File: src/design/bmg_pkg.sv
// shared types and constants of the gaussian pair unit
package bmg_pkg;

  localparam int LOG_STEPS = 28;
  localparam int LW = 34;
  localparam int SW = 36;
  localparam int XW = 38;
  localparam int RW = 19;
  localparam int TW = 30;
  localparam int HORNER_LAT = 3;

  localparam logic [30:0] Q30_ONE = 31'h4000_0000;
  localparam logic [29:0] LN2X2_Q29 = 30'd744261118;
  localparam logic [30:0] TWOPI_Q28 = 31'd1686629713;

  typedef enum logic [0:0] {
    REG_MEAN_VALUE = 1'b0,
    REG_STD_DEV    = 1'b1
  } cfg_reg_t;

  typedef enum logic [1:0] {
    QUAD_0 = 2'd0,
    QUAD_1 = 2'd1,
    QUAD_2 = 2'd2,
    QUAD_3 = 2'd3
  } quad_t;

  typedef struct packed {
    logic [15:0] uniform_radius;
    logic [15:0] uniform_angle;
  } in_item_t;

  typedef struct packed {
    logic signed [23:0] first_normal;
    logic signed [23:0] second_normal;
  } out_item_t;

  typedef struct packed {
    logic [31:0] m;
    logic [LOG_STEPS-1:0] f;
    logic [4:0] e;
    logic zero;
  } log_st_t;

  typedef struct packed {
    logic [XW-1:0] rem;
    logic [RW-1:0] res;
  } sqrt_st_t;

endpackage

File: src/design/bmg_log_cell.sv
// one squaring step of the base-two logarithm
module bmg_log_cell import bmg_pkg::*; #(
  parameter int BIT_POS = 0
) (
  input  logic    clk,
  input  log_st_t st_in,
  output log_st_t st_out
);

  log_st_t st_r, st_nxt;
  logic [63:0] sq;
  logic [32:0] sh;

  always_comb begin
    sq = 64'(st_in.m) * 64'(st_in.m);
    sh = sq[63:31];
    st_nxt = st_in;
    if (sh[32]) begin
      st_nxt.m = sh[32:1];
      st_nxt.f[BIT_POS] = 1'b1;
    end else begin
      st_nxt.m = sh[31:0];
    end
  end

  always_ff @(posedge clk) begin
    st_r <= st_nxt;
  end

  assign st_out = st_r;

endmodule

File: config.mk
export PLATFORM = sky130hd
export DESIGN_NAME = bmg_log_cell
export DESIGN_NICKNAME = d
export VERILOG_FILES = /design/src/design/bmg_pkg.sv /design/src/design/bmg_log_cell.sv
export SDC_FILE = /design/constraint.sdc
export NUM_CORES = 2
export LEC_CHECK = 0
export BUFFER_PORTS_ARGS = -buffer_cell sky130_fd_sc_hd__buf_4
export CAP_MARGIN = 20
export CORE_MARGIN = 2
export CORE_UTILIZATION = 25
export DETAILED_ROUTE_END_ITERATION = 16
export PLACE_DENSITY_LB_ADDON = 0.12
export SKIP_LAST_GASP = 1
export SLEW_MARGIN = 15
export SYNTH_ARGS = -nofsm -noshare
export SYNTH_HDL_FRONTEND = slang
export SYNTH_SLANG_ARGS = --single-unit
File: constraint.sdc
create_clock -name clk -period 11.1 [get_ports clk]
set_input_delay 1.665 -clock clk [delete_from_list [all_inputs] [get_ports clk]]
set_output_delay 1.665 -clock clk [all_outputs]
set_load 0.05 [all_outputs]
==> flow_summary.yaml <==
outcome:
  outcome: "finished clean"
clock_network:
  postCtsResizedCells: 0
  clk_path_buf_depth: 2
  cts.htree.levels: 3
  post-cts-setup-buffers: 0
  postCtsHoldBufs: 0
  cts.clk_slew.worst_paths_ns: 0.06
  cts_made_buffers: 9
  root_buffer: "clkbuf_16"
  cts_tree: "yes"
  clock_sinks: 66
synthesis:
  synthDistinctLibCells: 64
  async_flop_share_pct: 0
  ys_dominant_reg_cell: "dfxtp_1"
  synth-seq-area-share_pct: 4.28
  mappedNetlistArea_um2: 30800
  synth-edff-count: 0
  synth_nets: 4413
  ys_warn_count: 0
  synthCells: 3255
  syn_avg_cell_area_um2: 9.47
  ys_seq_elements: 66
drt:
  drtIter0Drc: 741
  vias_per_cell: 4.16
  routedWlPerCell_um: 19.3
  ant_nets: 0
  via_count: 20600
  dr.pass1.iters: 5
  drc: 0
  drt_wl_total_um: 95500
global_route:
  antenna_found_initial: 4
  use_met3_pct: 0.559
  grt_pass1_wl_um: 152000
  grt.total_usage_pct: 15.9
  use_met1_pct: 21.1
  grt_pass1_vias: 24400
  top_usage_layer: "met2"
  overflow: 0
  use_met2_pct: 29.8
  grt_max_degree: 37
worst_setup_path:
  worstPathArrival_ns: 10.12
  crit_path_frequent_cell: "fa_1"
  cpMaxStageDelayCell: "fa_1"
  critPathKind: "input port to register"
  cp_slowest_stage_delay_ns: 0.55
  cp.required_ns: 11.30
  crit_fanout: 28
  start_kind: "input port"
  crit_path_end_kind: "register"
layout:
  drive_gt1_share_pct: 6.16
  multi_input_area_um2: 25400
  fill_cells: 13300
  fin_util_pct: 27.8
  largest_register_ffs: 66
  fin_nets: 4464
  area_delta_synth_final_pct: 10.1
  seqCellArea_um2: 1320
floorplan:
  die_h_um: 355
  initial_core_util_pct: 25.3
  fp.dieW_um: 355
  die-area_um2: 126000
  top_level_ports: 133
  core_area_um2: 122000
  num_rows: 128
sta:
  finalWorstSetupSlack_ns: 1.18
  slew_headroom_pct: 38.7
  fmax_mhz: 101
  worst_slew_pin_slew_ns: 0.896
  slew_violations: 0
  grt_setup_unrepaired: "false"
  period_needed_ns: 9.92
  fin_setup_tns_ns: 0
  period_share_pct: 89.4
  setup_viol: 0
  finalHoldViolCount: 0
job:
  drv_cap: 0
placed_design:
  io_buffers: 132
  place.gp.congestion: 0.816
  dpl.hpwl_um: 79500
  post-place-ws_ns: 0.868
min_path:
  worst_hold_path_type: "input port to register"
  whs_path_depth: 1
[placed cells by master (no fill, tap or decap), types with 19 or more instances in the layout]
| cell type | n |
|---|---|
| mux2_1 | 19 |
| o21ai_0 | 38 |
| dfxtp_1 | 66 |
| nor2_1 | 59 |
| inv_1 | 981 |
| and2_1 | 230 |
| ha_1 | 300 |
| a21o_1 | 35 |
| xor2_1 | 33 |
| nand2_1 | 297 |
| buf_4 | 156 |
| fa_1 | 791 |
| a21oi_1 | 71 |
| xnor2_1 | 42 |
[final cells by class]
class | count | share of cell area (%)
well taps | 1625 | 5.99
clock inverters | 6 | 0.265
multi-input cells | 2090 | 74.7
clock buffers | 10 | 0.704
diodes | 4 | 0.0295
repair buffers | 157 | 3.51
flip-flops and latches | 66 | 3.89
inverters | 982 | 10.9
[layer usage]
| metal | share of wire (%) | wire length, µm |
|---|---|---|
| met5 | 0 | 0 |
| met4 | 0.52 | 501 |
| met2 | 53 | 50900 |
| met3 | 2.0 | 1910 |
| met1 | 44 | 42200 |
[metrics by stage]
step | hold slack (ns) | instances | instance area, µm²
after floorplan | 1.69 | 3255 | 30800
after global placement | 1.77 | 4920 | 33600
after detailed placement | 1.77 | 4920 | 33600
after CTS | 1.43 | 4936 | 33900
after global routing | 1.42 | 4936 | 33900
final | 1.44 | 4940 | 33900
[critical path, delay by kind of cell]
| family | cells | cell delay, ns |
|---|---|---|
| buffers and inverters | 6 | 1.20 |
| adder cells (fa/ha/maj) | 9 | 4.32 |
| multiplexers | 1 | 0.33 |
| AO/OA/AOI/OAI | 6 | 1.67 |
| AND/OR/NAND/NOR | 3 | 0.87 |
[final timing paths]
| check | endpoint | slack, ns | start |
|---|---|---|---|
| setup / recovery | st_out[41]$_DFF_P_ | 1.18 | st_in[43] |
| hold / removal | st_out[33]$_DFF_P_ | 1.44 | st_in[33] |
[synth_stat cells, types with 9 or more instances]
cell | n | share of area, %
ha_1 | 300 | 12
dfxtp_1 | 66 | 4.3
mux2_1 | 19 | 0.69
nor3_1 | 9 | 0.15
nand4_1 | 10 | 0.20
a31oi_1 | 15 | 0.30
a21o_1 | 35 | 0.85
clkbuf_1 | 112 | 1.4
nand3_1 | 12 | 0.19
xor2_1 | 33 | 0.94
inv_1 | 981 | 12
o21bai_1 | 14 | 0.34
a31o_2 | 12 | 0.34
nand2_1 | 297 | 3.6
nor2_1 | 59 | 0.72
a21oi_1 | 71 | 1.2
and3_1 | 11 | 0.22
and2_1 | 230 | 4.7
o21ai_0 | 38 | 0.62
fa_1 | 791 | 51
xnor2_1 | 42 | 1.2
mux2i_1 | 11 | 0.36
[kinds of logic after synthesis]
logic type | count (synthesis) | synth area share (%)
buffers and inverters | 1099 | 13.4
AND/OR/NAND/NOR | 656 | 10.4
AO/OA/AOI/OAI | 237 | 5.14
XOR/XNOR | 75 | 2.13
adder cells (fa/ha/maj) | 1091 | 63.5
flip-flops | 66 | 4.28
multiplexers | 31 | 1.09
Power is left out: the tool's default activity adds up to more than one toggle a clock period on the data nets, which glitch-free logic cannot reach.
