File: config.mk
export PLATFORM = sky130hd
export DESIGN_NAME = bmg_sqrt_cell
export DESIGN_NICKNAME = d
export VERILOG_FILES = /design/src/design/bmg_pkg.sv /design/src/design/bmg_sqrt_cell.sv
export SDC_FILE = /design/constraint.sdc
export NUM_CORES = 1
export LEC_CHECK = 0
export BUFFER_PORTS_ARGS = -buffer_cell sky130_fd_sc_hd__buf_2
export CAP_MARGIN = 20
export CORE_MARGIN = 5
export CORE_UTILIZATION = 35
export CTS_BUF_LIST = sky130_fd_sc_hd__clkbuf_2
export DETAILED_ROUTE_END_ITERATION = 16
export GPL_ROUTABILITY_DRIVEN = 0
export GPL_TIMING_DRIVEN = 0
export MAX_ROUTING_LAYER = met4
export PLACE_DENSITY = 0.68
export SLEW_MARGIN = 20
export SYNTH_ARGS = -nofsm -noshare
export SYNTH_HDL_FRONTEND = slang
export SYNTH_SLANG_ARGS = --single-unit
File: constraint.sdc
create_clock -name clk -period 3.8 [get_ports clk]
set_input_delay 0.95 -clock clk [delete_from_list [all_inputs] [get_ports clk]]
set_output_delay 0.95 -clock clk [all_outputs]
set_load 0.02 [all_outputs]
File: src/design/bmg_pkg.sv
// shared types and constants of the gaussian pair unit
package bmg_pkg;

  localparam int LOG_STEPS = 28;
  localparam int LW = 34;
  localparam int SW = 36;
  localparam int XW = 38;
  localparam int RW = 19;
  localparam int TW = 30;
  localparam int HORNER_LAT = 3;

  localparam logic [30:0] Q30_ONE = 31'h4000_0000;
  localparam logic [29:0] LN2X2_Q29 = 30'd744261118;
  localparam logic [30:0] TWOPI_Q28 = 31'd1686629713;

  typedef enum logic [0:0] {
    REG_MEAN_VALUE = 1'b0,
    REG_STD_DEV    = 1'b1
  } cfg_reg_t;

  typedef enum logic [1:0] {
    QUAD_0 = 2'd0,
    QUAD_1 = 2'd1,
    QUAD_2 = 2'd2,
    QUAD_3 = 2'd3
  } quad_t;

  typedef struct packed {
    logic [15:0] uniform_radius;
    logic [15:0] uniform_angle;
  } in_item_t;

  typedef struct packed {
    logic signed [23:0] first_normal;
    logic signed [23:0] second_normal;
  } out_item_t;

  typedef struct packed {
    logic [31:0] m;
    logic [LOG_STEPS-1:0] f;
    logic [4:0] e;
    logic zero;
  } log_st_t;

  typedef struct packed {
    logic [XW-1:0] rem;
    logic [RW-1:0] res;
  } sqrt_st_t;

endpackage

File: src/design/bmg_sqrt_cell.sv
// one result bit of the integer square root
module bmg_sqrt_cell import bmg_pkg::*; #(
  parameter int K = 0
) (
  input  logic     clk,
  input  sqrt_st_t st_in,
  output sqrt_st_t st_out
);

  sqrt_st_t st_r, st_nxt;
  logic [XW+1:0] trial;

  always_comb begin
    trial = ((XW+2)'(st_in.res) << (K + 1)) + ((XW+2)'(1) << (2 * K));
    st_nxt = st_in;
    if ({2'b00, st_in.rem} >= trial) begin
      st_nxt.rem = st_in.rem - trial[XW-1:0];
      st_nxt.res[K] = 1'b1;
    end
  end

  always_ff @(posedge clk) begin
    st_r <= st_nxt;
  end

  assign st_out = st_r;

endmodule

==> impl_metrics.env <==
export IMPL_grt_met3_usage_pct=5.597
export IMPL_vias=2817
export IMPL_synth_distinct_cells=56
export IMPL_p_leak_nw=1.827
export IMPL_cts_hold_buffers=0
export IMPL_grtUsageMet2_pct=24.79
export IMPL_io_buffers=114
export IMPL_core_um2=8258
export IMPL_numCtsBuffers=9
export IMPL_cts_root_buf="clkbuf_2"
export IMPL_drc=0
export IMPL_die_h_um=102.4
export IMPL_cp_cell_sequence="buf_2, inv_1, ha_1, buf_4, a21o_1, a221o_1, a2111oi_2, nand2_1, a21oi_1, buf_2, mux2_1"
export IMPL_powerDensity_nw_per_um2=393.0
export IMPL_min_from="st_in[18]"
export IMPL_fp_dieW_um=102.4
export IMPL_setup_viol=0
export IMPL_p_total_mw=1.487
export IMPL_dieArea_um2=10480
export IMPL_ff_latch_area_um2=1141
export IMPL_cts_buffer_depth=2
export IMPL_ir_worst_vdd_v=0.0001696
export IMPL_detail_route_iter0_violations=79
export IMPL_worst_ep_required_time_ns=4.17
export IMPL_synth_avg_cell_area_um2=9.050
export IMPL_clk_transition_reported_paths_ns=0.17
export IMPL_place_hpwl_um=6431
export IMPL_top_usage_layer="met2"
export IMPL_cap_viol_max_count=0
export IMPL_synth_flop_cell="dfxtp_1"
export IMPL_synth_area_leaders="dfxtp_1 38%, ha_1 8.4%, xor2_1 7.0%"
export IMPL_grt_pass1_wl_um=12640
export IMPL_synth_top_area_share_pct=38.21
export IMPL_min_path_type="in2reg"
export IMPL_areaGrowthSynthToFinish_pct=26.69
export IMPL_grt_ovfl_total=0
export IMPL_antenna_found_initial=0
export IMPL_ioPinCount=115
export IMPL_initial_core_util_pct=36.17
export IMPL_grt_pass1_vias=2807
export IMPL_avgRoutedWirePerCell_um=14.16
export IMPL_drive_gt1_share_pct=31.37
export IMPL_nFillCells=865
export IMPL_gr_usage_all_layers_pct=15.82
export IMPL_cts_tree="yes"
export IMPL_cp_max_fo=10
export IMPL_outcome="complete, no violations"
export IMPL_grt_start_max_net_pins=11
export IMPL_viasPerCell=4.995
export IMPL_setup_tns_ns=0
export IMPL_postCtsSetupBuffers=0
export IMPL_cts_sinks=57
export IMPL_num_rows=33
export IMPL_synth_most_common_cell="dfxtp_1"
export IMPL_num_antenna_cells=0
export IMPL_synth_nets=409
export IMPL_largest_reg_flops=57
export IMPL_cpPeakStageDelay_ns=0.45
export IMPL_htree_levels=3
export IMPL_wl_um=7986
export IMPL_synth_area_um2=2987
export IMPL_rsz0062_at_grt="false"
export IMPL_finalInstanceArea_um2=3784
export IMPL_cp_start_kind="primary input"
export IMPL_hold_end="st_out[18]"
export IMPL_critPathSlowestCell="a2111oi_2"
export IMPL_critPathKind="in2reg"
export IMPL_use_met1_pct=18.90
export IMPL_period_share_pct=83.14
export IMPL_hold_viol=0
export IMPL_synth_commonest_cells="57 x dfxtp_1, 31 x nand2_1, 24 x xor2_1"
export IMPL_ctsResizeCount=0
export IMPL_period_minus_slack_ns=3.159
export IMPL_yosysSeqAreaShare_pct=38.21
export IMPL_max_slew_margin_pct=62.01
export IMPL_ys_async_sr_fraction_pct=0
export IMPL_firstDrtPassIters=5
export IMPL_fmax_mhz=316.5
export IMPL_worst_slew_pin_slew_ns=0.5656
export IMPL_holdPathStages=1
export IMPL_syn_inst=330
export IMPL_ys_ff_latch=57
export IMPL_cpMostUsedCell="buf_2"
export IMPL_multi_input_area_um2=1682
export IMPL_ys_warn_count=0
export IMPL_ant_nets=0
export IMPL_slew_viol_final=0
export IMPL_nets=534
export IMPL_crit_arrival_ns=3.53
export IMPL_synth_edf_count=0
export IMPL_end_kind="flip-flop"
export IMPL_synth_top_cell_by_area="dfxtp_1"
export IMPL_dpl_cell_area_um2=3689
-- cell usage in the layout (no fill, tap or decap), types with 4 or more instances in the layout --
| cell | n |
|---|---|
| a21o_1 | 11 |
| a21oi_1 | 16 |
| a31oi_1 | 4 |
| and3_1 | 5 |
| buf_2 | 116 |
| buf_4 | 6 |
| clkbuf_2 | 9 |
| clkinv_1 | 4 |
| dfxtp_1 | 57 |
| ha_1 | 20 |
| inv_1 | 23 |
| nand2_1 | 31 |
| nand2b_1 | 4 |
| nor2_1 | 14 |
| nor3_1 | 7 |
| nor4_1 | 8 |
| o21ai_0 | 11 |
| o21ai_1 | 15 |
| or3_1 | 5 |
| xnor2_1 | 9 |
| xor2_1 | 24 |
-- critical path, delay by kind of cell --
family | cells | cell delay (ns)
AO/OA/AOI/OAI | 4 | 1.29
buffers and inverters | 4 | 0.57
multiplexers | 1 | 0.34
adder cells (fa/ha/maj) | 1 | 0.28
AND/OR/NAND/NOR | 1 | 0.09
-- per-layer routing --
layer / vias up / wire [µm]
li1: 1422 / -
met1: 1288 / 3519
met2: 99 / 3756
met3: 8 / 651
met4: 0 / 58
met5: - / 0
-- logic make-up after synthesis --
kind of cell	Yosys count	share of synthesized area (%)
compound gates	81	17.80
mux	1	0.3770
xor+xnor	33	9.678
fa+ha+maj	21	9.049
flops	57	38.21
buf+inv	35	5.488
simple gates	102	19.40
-- where the power goes --
part	total [mW]	switching, mW	internal, mW	leakage (nW)
combinational	0.449	0.276	0.173	1.28
clock	0.357	0.218	0.139	0.0617
sequential	0.680	0.0138	0.666	0.481
-- how the worst max path moves through the flow --
| stage | startpoint | endpoint | slack (ns) | cells after the start |
|---|---|---|---|---|
| floorplan | st_in[14] | st_out[23] | 0.56 | 10 |
| global placement | st_in[1] | st_out[23] | 0.17 | 10 |
| detailed placement | st_in[20] | st_out[36] | 0.14 | 10 |
| CTS | st_in[19] | st_out[36] | 0.66 | 10 |
| global route | st_in[20] | st_out[36] | 0.44 | 10 |
| finish | st_in[14] | st_out[23] | 0.64 | 11 |
-- through the flow --
stage / utilization (%) / hold slack, ns / setup WS, ns / std cells
final: 45.82 / 0.5622 / 0.6408 / 564
after detailed placement: 44.67 / 1.069 / 0.1372 / 549
after floorplan: - / 0.9777 / 0.5643 / 330
after CTS: 45.82 / 0.5207 / 0.6555 / 564
after global placement: 44.67 / 1.067 / 0.1685 / 549
after global routing: 45.82 / 0.4961 / 0.4437 / 564
-- area by class of cell --
cell class                      count  share of cell area, %
Buffer                             12                  2.050
Clock buffer                        9                  1.190
Clock inverter                      6                  1.323
Inverter                           23                  2.282
Multi-Input combinational cell    238                  44.44
Sequential cell                    57                  30.16
Tap cell                          105                  3.472
Timing Repair Buffer              114                  15.08
(Power assumes the default switching activity.)
