File: config.mk
export PLATFORM = sky130hd
export DESIGN_NAME = bmg_horner_cell
export DESIGN_NICKNAME = d
export VERILOG_FILES = /design/src/design/bmg_pkg.sv /design/src/design/bmg_horner_cell.sv
export SDC_FILE = /design/constraint.sdc
export NUM_CORES = 2
export LEC_CHECK = 0
export BUFFER_PORTS_ARGS = -buffer_cell sky130_fd_sc_hd__buf_2
export CAP_MARGIN = 20
export CORE_AREA = 3 3 424 216
export CTS_BUF_LIST = sky130_fd_sc_hd__clkbuf_4
export DETAILED_ROUTE_END_ITERATION = 16
export DIE_AREA = 0 0 427 219
export GPL_TIMING_DRIVEN = 0
export PLACE_DENSITY = 0.85
export SLEW_MARGIN = 20
export SYNTH_ARGS = -nofsm -noshare
export SYNTH_HDL_FRONTEND = slang
export SYNTH_SLANG_ARGS = --single-unit
File: constraint.sdc
create_clock -name clk -period 8.45 [get_ports clk]
set_input_delay 0.4225 -clock clk [delete_from_list [all_inputs] [get_ports clk]]
set_output_delay 0.4225 -clock clk [all_outputs]
set_load 0.02 [all_outputs]
File: src/design/bmg_pkg.sv
// shared types and constants of the gaussian pair unit
package bmg_pkg;

  localparam int LOG_STEPS = 28;
  localparam int LW = 34;
  localparam int SW = 36;
  localparam int XW = 38;
  localparam int RW = 19;
  localparam int TW = 30;
  localparam int HORNER_LAT = 3;

  localparam logic [30:0] Q30_ONE = 31'h4000_0000;
  localparam logic [29:0] LN2X2_Q29 = 30'd744261118;
  localparam logic [30:0] TWOPI_Q28 = 31'd1686629713;

  typedef enum logic [0:0] {
    REG_MEAN_VALUE = 1'b0,
    REG_STD_DEV    = 1'b1
  } cfg_reg_t;

  typedef enum logic [1:0] {
    QUAD_0 = 2'd0,
    QUAD_1 = 2'd1,
    QUAD_2 = 2'd2,
    QUAD_3 = 2'd3
  } quad_t;

  typedef struct packed {
    logic [15:0] uniform_radius;
    logic [15:0] uniform_angle;
  } in_item_t;

  typedef struct packed {
    logic signed [23:0] first_normal;
    logic signed [23:0] second_normal;
  } out_item_t;

  typedef struct packed {
    logic [31:0] m;
    logic [LOG_STEPS-1:0] f;
    logic [4:0] e;
    logic zero;
  } log_st_t;

  typedef struct packed {
    logic [XW-1:0] rem;
    logic [RW-1:0] res;
  } sqrt_st_t;

endpackage

File: src/design/bmg_horner_cell.sv
// one horner step of the sine and cosine series
module bmg_horner_cell import bmg_pkg::*; #(
  parameter int DIV = 6,
  parameter bit USE_T = 1'b0
) (
  input  logic          clk,
  input  logic [TW-1:0] x_in,
  input  logic [TW-1:0] t_in,
  input  logic [TW-1:0] t2_in,
  output logic [TW-1:0] y_out,
  output logic [TW-1:0] t_out,
  output logic [TW-1:0] t2_out
);

  localparam logic [31:0] RECIP = 32'((64'd1 << 32) / DIV);

  logic [TW-1:0] qa_r, qa_nxt, xa_r, ta_r, t2a_r;
  logic [30:0]   yb_r, yb_nxt;
  logic [TW-1:0] tb_r, t2b_r;
  logic [TW-1:0] yc_r, yc_nxt, tc_r, t2c_r;
  logic [63:0]   qprod;
  logic [33:0]   rem;
  logic [TW-1:0] qfix;
  logic [TW-1:0] op;
  logic [61:0]   prod;

  always_comb begin
    qprod = 64'(x_in) * 64'(RECIP);
    qa_nxt = qprod[61:32];
  end

  // reciprocal estimate is at most one low
  always_comb begin
    rem = 34'(xa_r) - 34'(qa_r) * 34'(DIV);
    qfix = (rem >= 34'(DIV)) ? TW'(qa_r + 1'b1) : qa_r;
    yb_nxt = Q30_ONE - 31'(qfix);
  end

  always_comb begin
    op = USE_T ? tb_r : t2b_r;
    prod = 62'(op) * 62'(yb_r);
    yc_nxt = prod[59:30];
  end

  always_ff @(posedge clk) begin
    qa_r  <= qa_nxt;
    xa_r  <= x_in;
    ta_r  <= t_in;
    t2a_r <= t2_in;
    yb_r  <= yb_nxt;
    tb_r  <= ta_r;
    t2b_r <= t2a_r;
    yc_r  <= yc_nxt;
    tc_r  <= tb_r;
    t2c_r <= t2b_r;
  end

  assign y_out  = yc_r;
  assign t_out  = tc_r;
  assign t2_out = t2c_r;

endmodule

==> impl_metrics.ini <==
[outcome]
outcome = finished with violations
violations = setup timing

[detailed_routing]
routed_wl_mm = 172
num_vias = 40500
wl_met2_mm = 79.4
dr.pass1.iters = 8
drc = 0
vias_per_cell = 5.70
wl_met1_mm = 63.2
routed.top_layer = met5
wl_met3_mm = 17.3
first_iter_violations = 3444
routedWlPerCell_um = 24.2
ant_nets = 0

[synthesis]
syn-num-nets = 7300
synth_area_leader_cell = fa_1
yosysTopAreaCellShare_pct = 42.4
async_flop_share_pct = 0
synthFlopType = dfxtp_1
syn-instance-count = 5464
syn_area_per_cell_sq_um = 9.64
syn_area_sq_mm = 0.0527
synth.distinct_cells = 88
synth_edf_count = 0
synth_area_leaders = fa_1 (42%), ha_1 (15%), dfxtp_1 (11%)
ys_seq_area_share_pct = 11.3
synth_seq_cells = 298
yosys_warnings = 0

[setup_path]
worst_ep_required_time_ns = 9.24
crit_top_cell = fa_1
crit_arrival_ns = 9.30
r2r-end = y_out[21]$_DFF_P_
setup.worst_path.class = flop to flop
max_stage_delay_ns = 0.54
cp_slowest_cell = fa_1
crit_fanout = 10
timing.rr.start = yb_r[1]$_DFF_P_
reg2reg_slack_ns = -0.06
critPathCaptureType = flop
r2r_cells = 32
cp-start-kind = flop

[floorplanning]
core-area_sq_mm = 0.0881
ios = 181
rows = 77
die_area_sq_mm = 0.0935
start_util_pct = 59.8
die_h_um = 219
die_x_um = 427

[clocking]
clk_pin_slew_ns = 0.08
h-tree-depth = 3
clockRootBuffer = clkbuf_4
worstSkewPairLatency_ns = 0.96
cts_made_buffers = 72
cts.path.max_buffers = 3
cts_sinks = 298
cts_tree = built

[global_route]
grt_pass1_vias = 44600
grt_max_degree = 20
grt_pass1_wl_mm = 260
antenna_found_initial = 8
overflow = 0
grt_use_total_pct = 37.7

[sta]
final-max-slew-violation-count = 0
max_slew_margin_pct = 17.1
layout_min_cycle_time_ns = 8.51
fmax_mhz = 118
hold_viol_final = 0
post-route-period-util_pct = 101
setup_viol = 1
fin_ws_ns = -0.0569
skew_ns = 0.0794
rsz0062_at_grt = yes
max_slew.worst_pin.slew_ns = 1.24
holdWs_ns = 0.103

[cells_and_area]
final_common_cell = inv_1
syn_to_final_growth_pct = 11.6
fin_cells = 7102
final_cell_area_sq_mm = 0.0588
nets = 7692
drive_gt1_share_pct = 11.0
final_cell_mix = inv_1 (1270), fa_1 (1101), ha_1 (620)

[min_path]
hold_depth = 2
hold_class = input pin to flop
holdPathEnd = t2a_r[22]$_DFF_P_
hp-start = t2_in[22]

[placed_design]
io_buffers = 180
place_congestion = 1.04
place_inst = 6829
place.detailed.hpwl_mm = 138
place_area_sq_mm = 0.0551

[job]
maxCapViolations = 0
-- worst max-delay path, delay by kind of cell (launching register included) --
kind / cells / cell delay [ns]
AO/OA/AOI/OAI: 11 / 2.36
AND/OR/NAND/NOR: 3 / 0.39
buffers and inverters: 8 / 0.90
flip-flops: 1 / 0.47
adder cells (fa/ha/maj): 9 / 4.06
XOR/XNOR: 1 / 0.18
-- metal layers --
| layer | track usage, % | vias up |
|---|---|---|
| met5 | 0 | - |
| met4 | 21.1 | 2 |
| met3 | 10.4 | 596 |
| met2 | 61.1 | 2072 |
| met1 | 45.7 | 20500 |
| li1 | - | 17300 |
-- cell families after synthesis --
kind of cell | Yosys count | synth area share (%)
xor gates and xnor gates | 143 | 2.41
buffers and inverters | 1499 | 10.7
adders and majority gates | 1745 | 57.3
AOI/OAI and AO/OA | 392 | 4.98
and+or+nand+nor | 1374 | 12.9
muxes | 13 | 0.264
DFF | 298 | 11.3
-- sequential cells by signal, summed over array words and instances, names as in the netlist --
register,flops
yb_r,31
op,30
t2_out,30
t2a_r,30
t_out,30
ta_r,30
tb_r,30
y_out,30
xa_r,29
qa_r,28
-- worst max-delay path by stage --
stage,startpoint,endpoint,slack (ns),cells past startpoint
2_1_floorplan,qa_r[1]$_DFF_P_,yb_r[28]$_DFF_P_,0.60,38
3_3_place_gp,yb_r[1]$_DFF_P_,y_out[24]$_DFF_P_,-2.70,30
3_5_place_dp,yb_r[1]$_DFF_P_,y_out[24]$_DFF_P_,-2.49,30
4_1_cts,op[4]$_DFF_P_,y_out[29]$_DFF_P_,-0.04,30
5_1_grt,yb_r[17]$_DFF_P_,y_out[21]$_DFF_P_,-0.17,30
6_report,yb_r[1]$_DFF_P_,y_out[21]$_DFF_P_,-0.06,32
-- cells in the mapped netlist (8+ instances only) --
master,instances
a211oi_1,9
nand4_1,25
inv_1,1279
and2_1,420
nand3_1,47
buf_2,9
o31ai_1,9
and3_1,19
nor2b_1,21
nor3_1,50
dfxtp_1,298
xnor2_1,98
a21boi_0,11
clkbuf_1,203
nand2b_1,19
fa_1,1115
xor2_1,44
a21oi_1,89
o21ai_0,79
ha_1,630
or3_1,9
a21o_1,48
o21a_1,24
o211ai_1,13
a22oi_1,8
a31oi_1,18
nor2_1,101
nand2_1,607
nor4_1,9
or2_2,8
mux2i_1,9
-- through the flow --
stage | setup TNS, ns | worst slack (ns) | util, %
finish | -0.0569 | -0.0569 | 66.8
global route | -0.607 | -0.170 | 66.7
CTS | -0.0423 | -0.0423 | 66.0
detailed placement | -59.14 | -2.49 | 62.5
global placement | -58.11 | -2.70 | 62.5
floorplan | 0 | 0.604 | -
-- layout make-up --
cell class / instances / area, sq um
multi-input cells: 3667 / 41500
fillers: 6770 / 29300
flip-flops and latches: 298 / 6080
inverters: 1279 / 4800
repair buffers: 321 / 2200
plain buffers: 217 / 1780
well taps: 1185 / 1480
clock buffers: 89 / 668
clock inverters: 31 / 280
diodes: 15 / 37.5
-- what timing repair did --
item                                    in CTS  in global routing
cloned                                       0                  1
endpoints found under the setup margin      41                 33
hold buffers                                89                  0
endpoints found under the hold margin       89                  0
pin swaps                                   25                 69
resized for setup                          333                220
buffers inserted                            25                 27
Power is not shown: default switching activity piles up to over one toggle a cycle in this logic, so the estimate is an artifact.
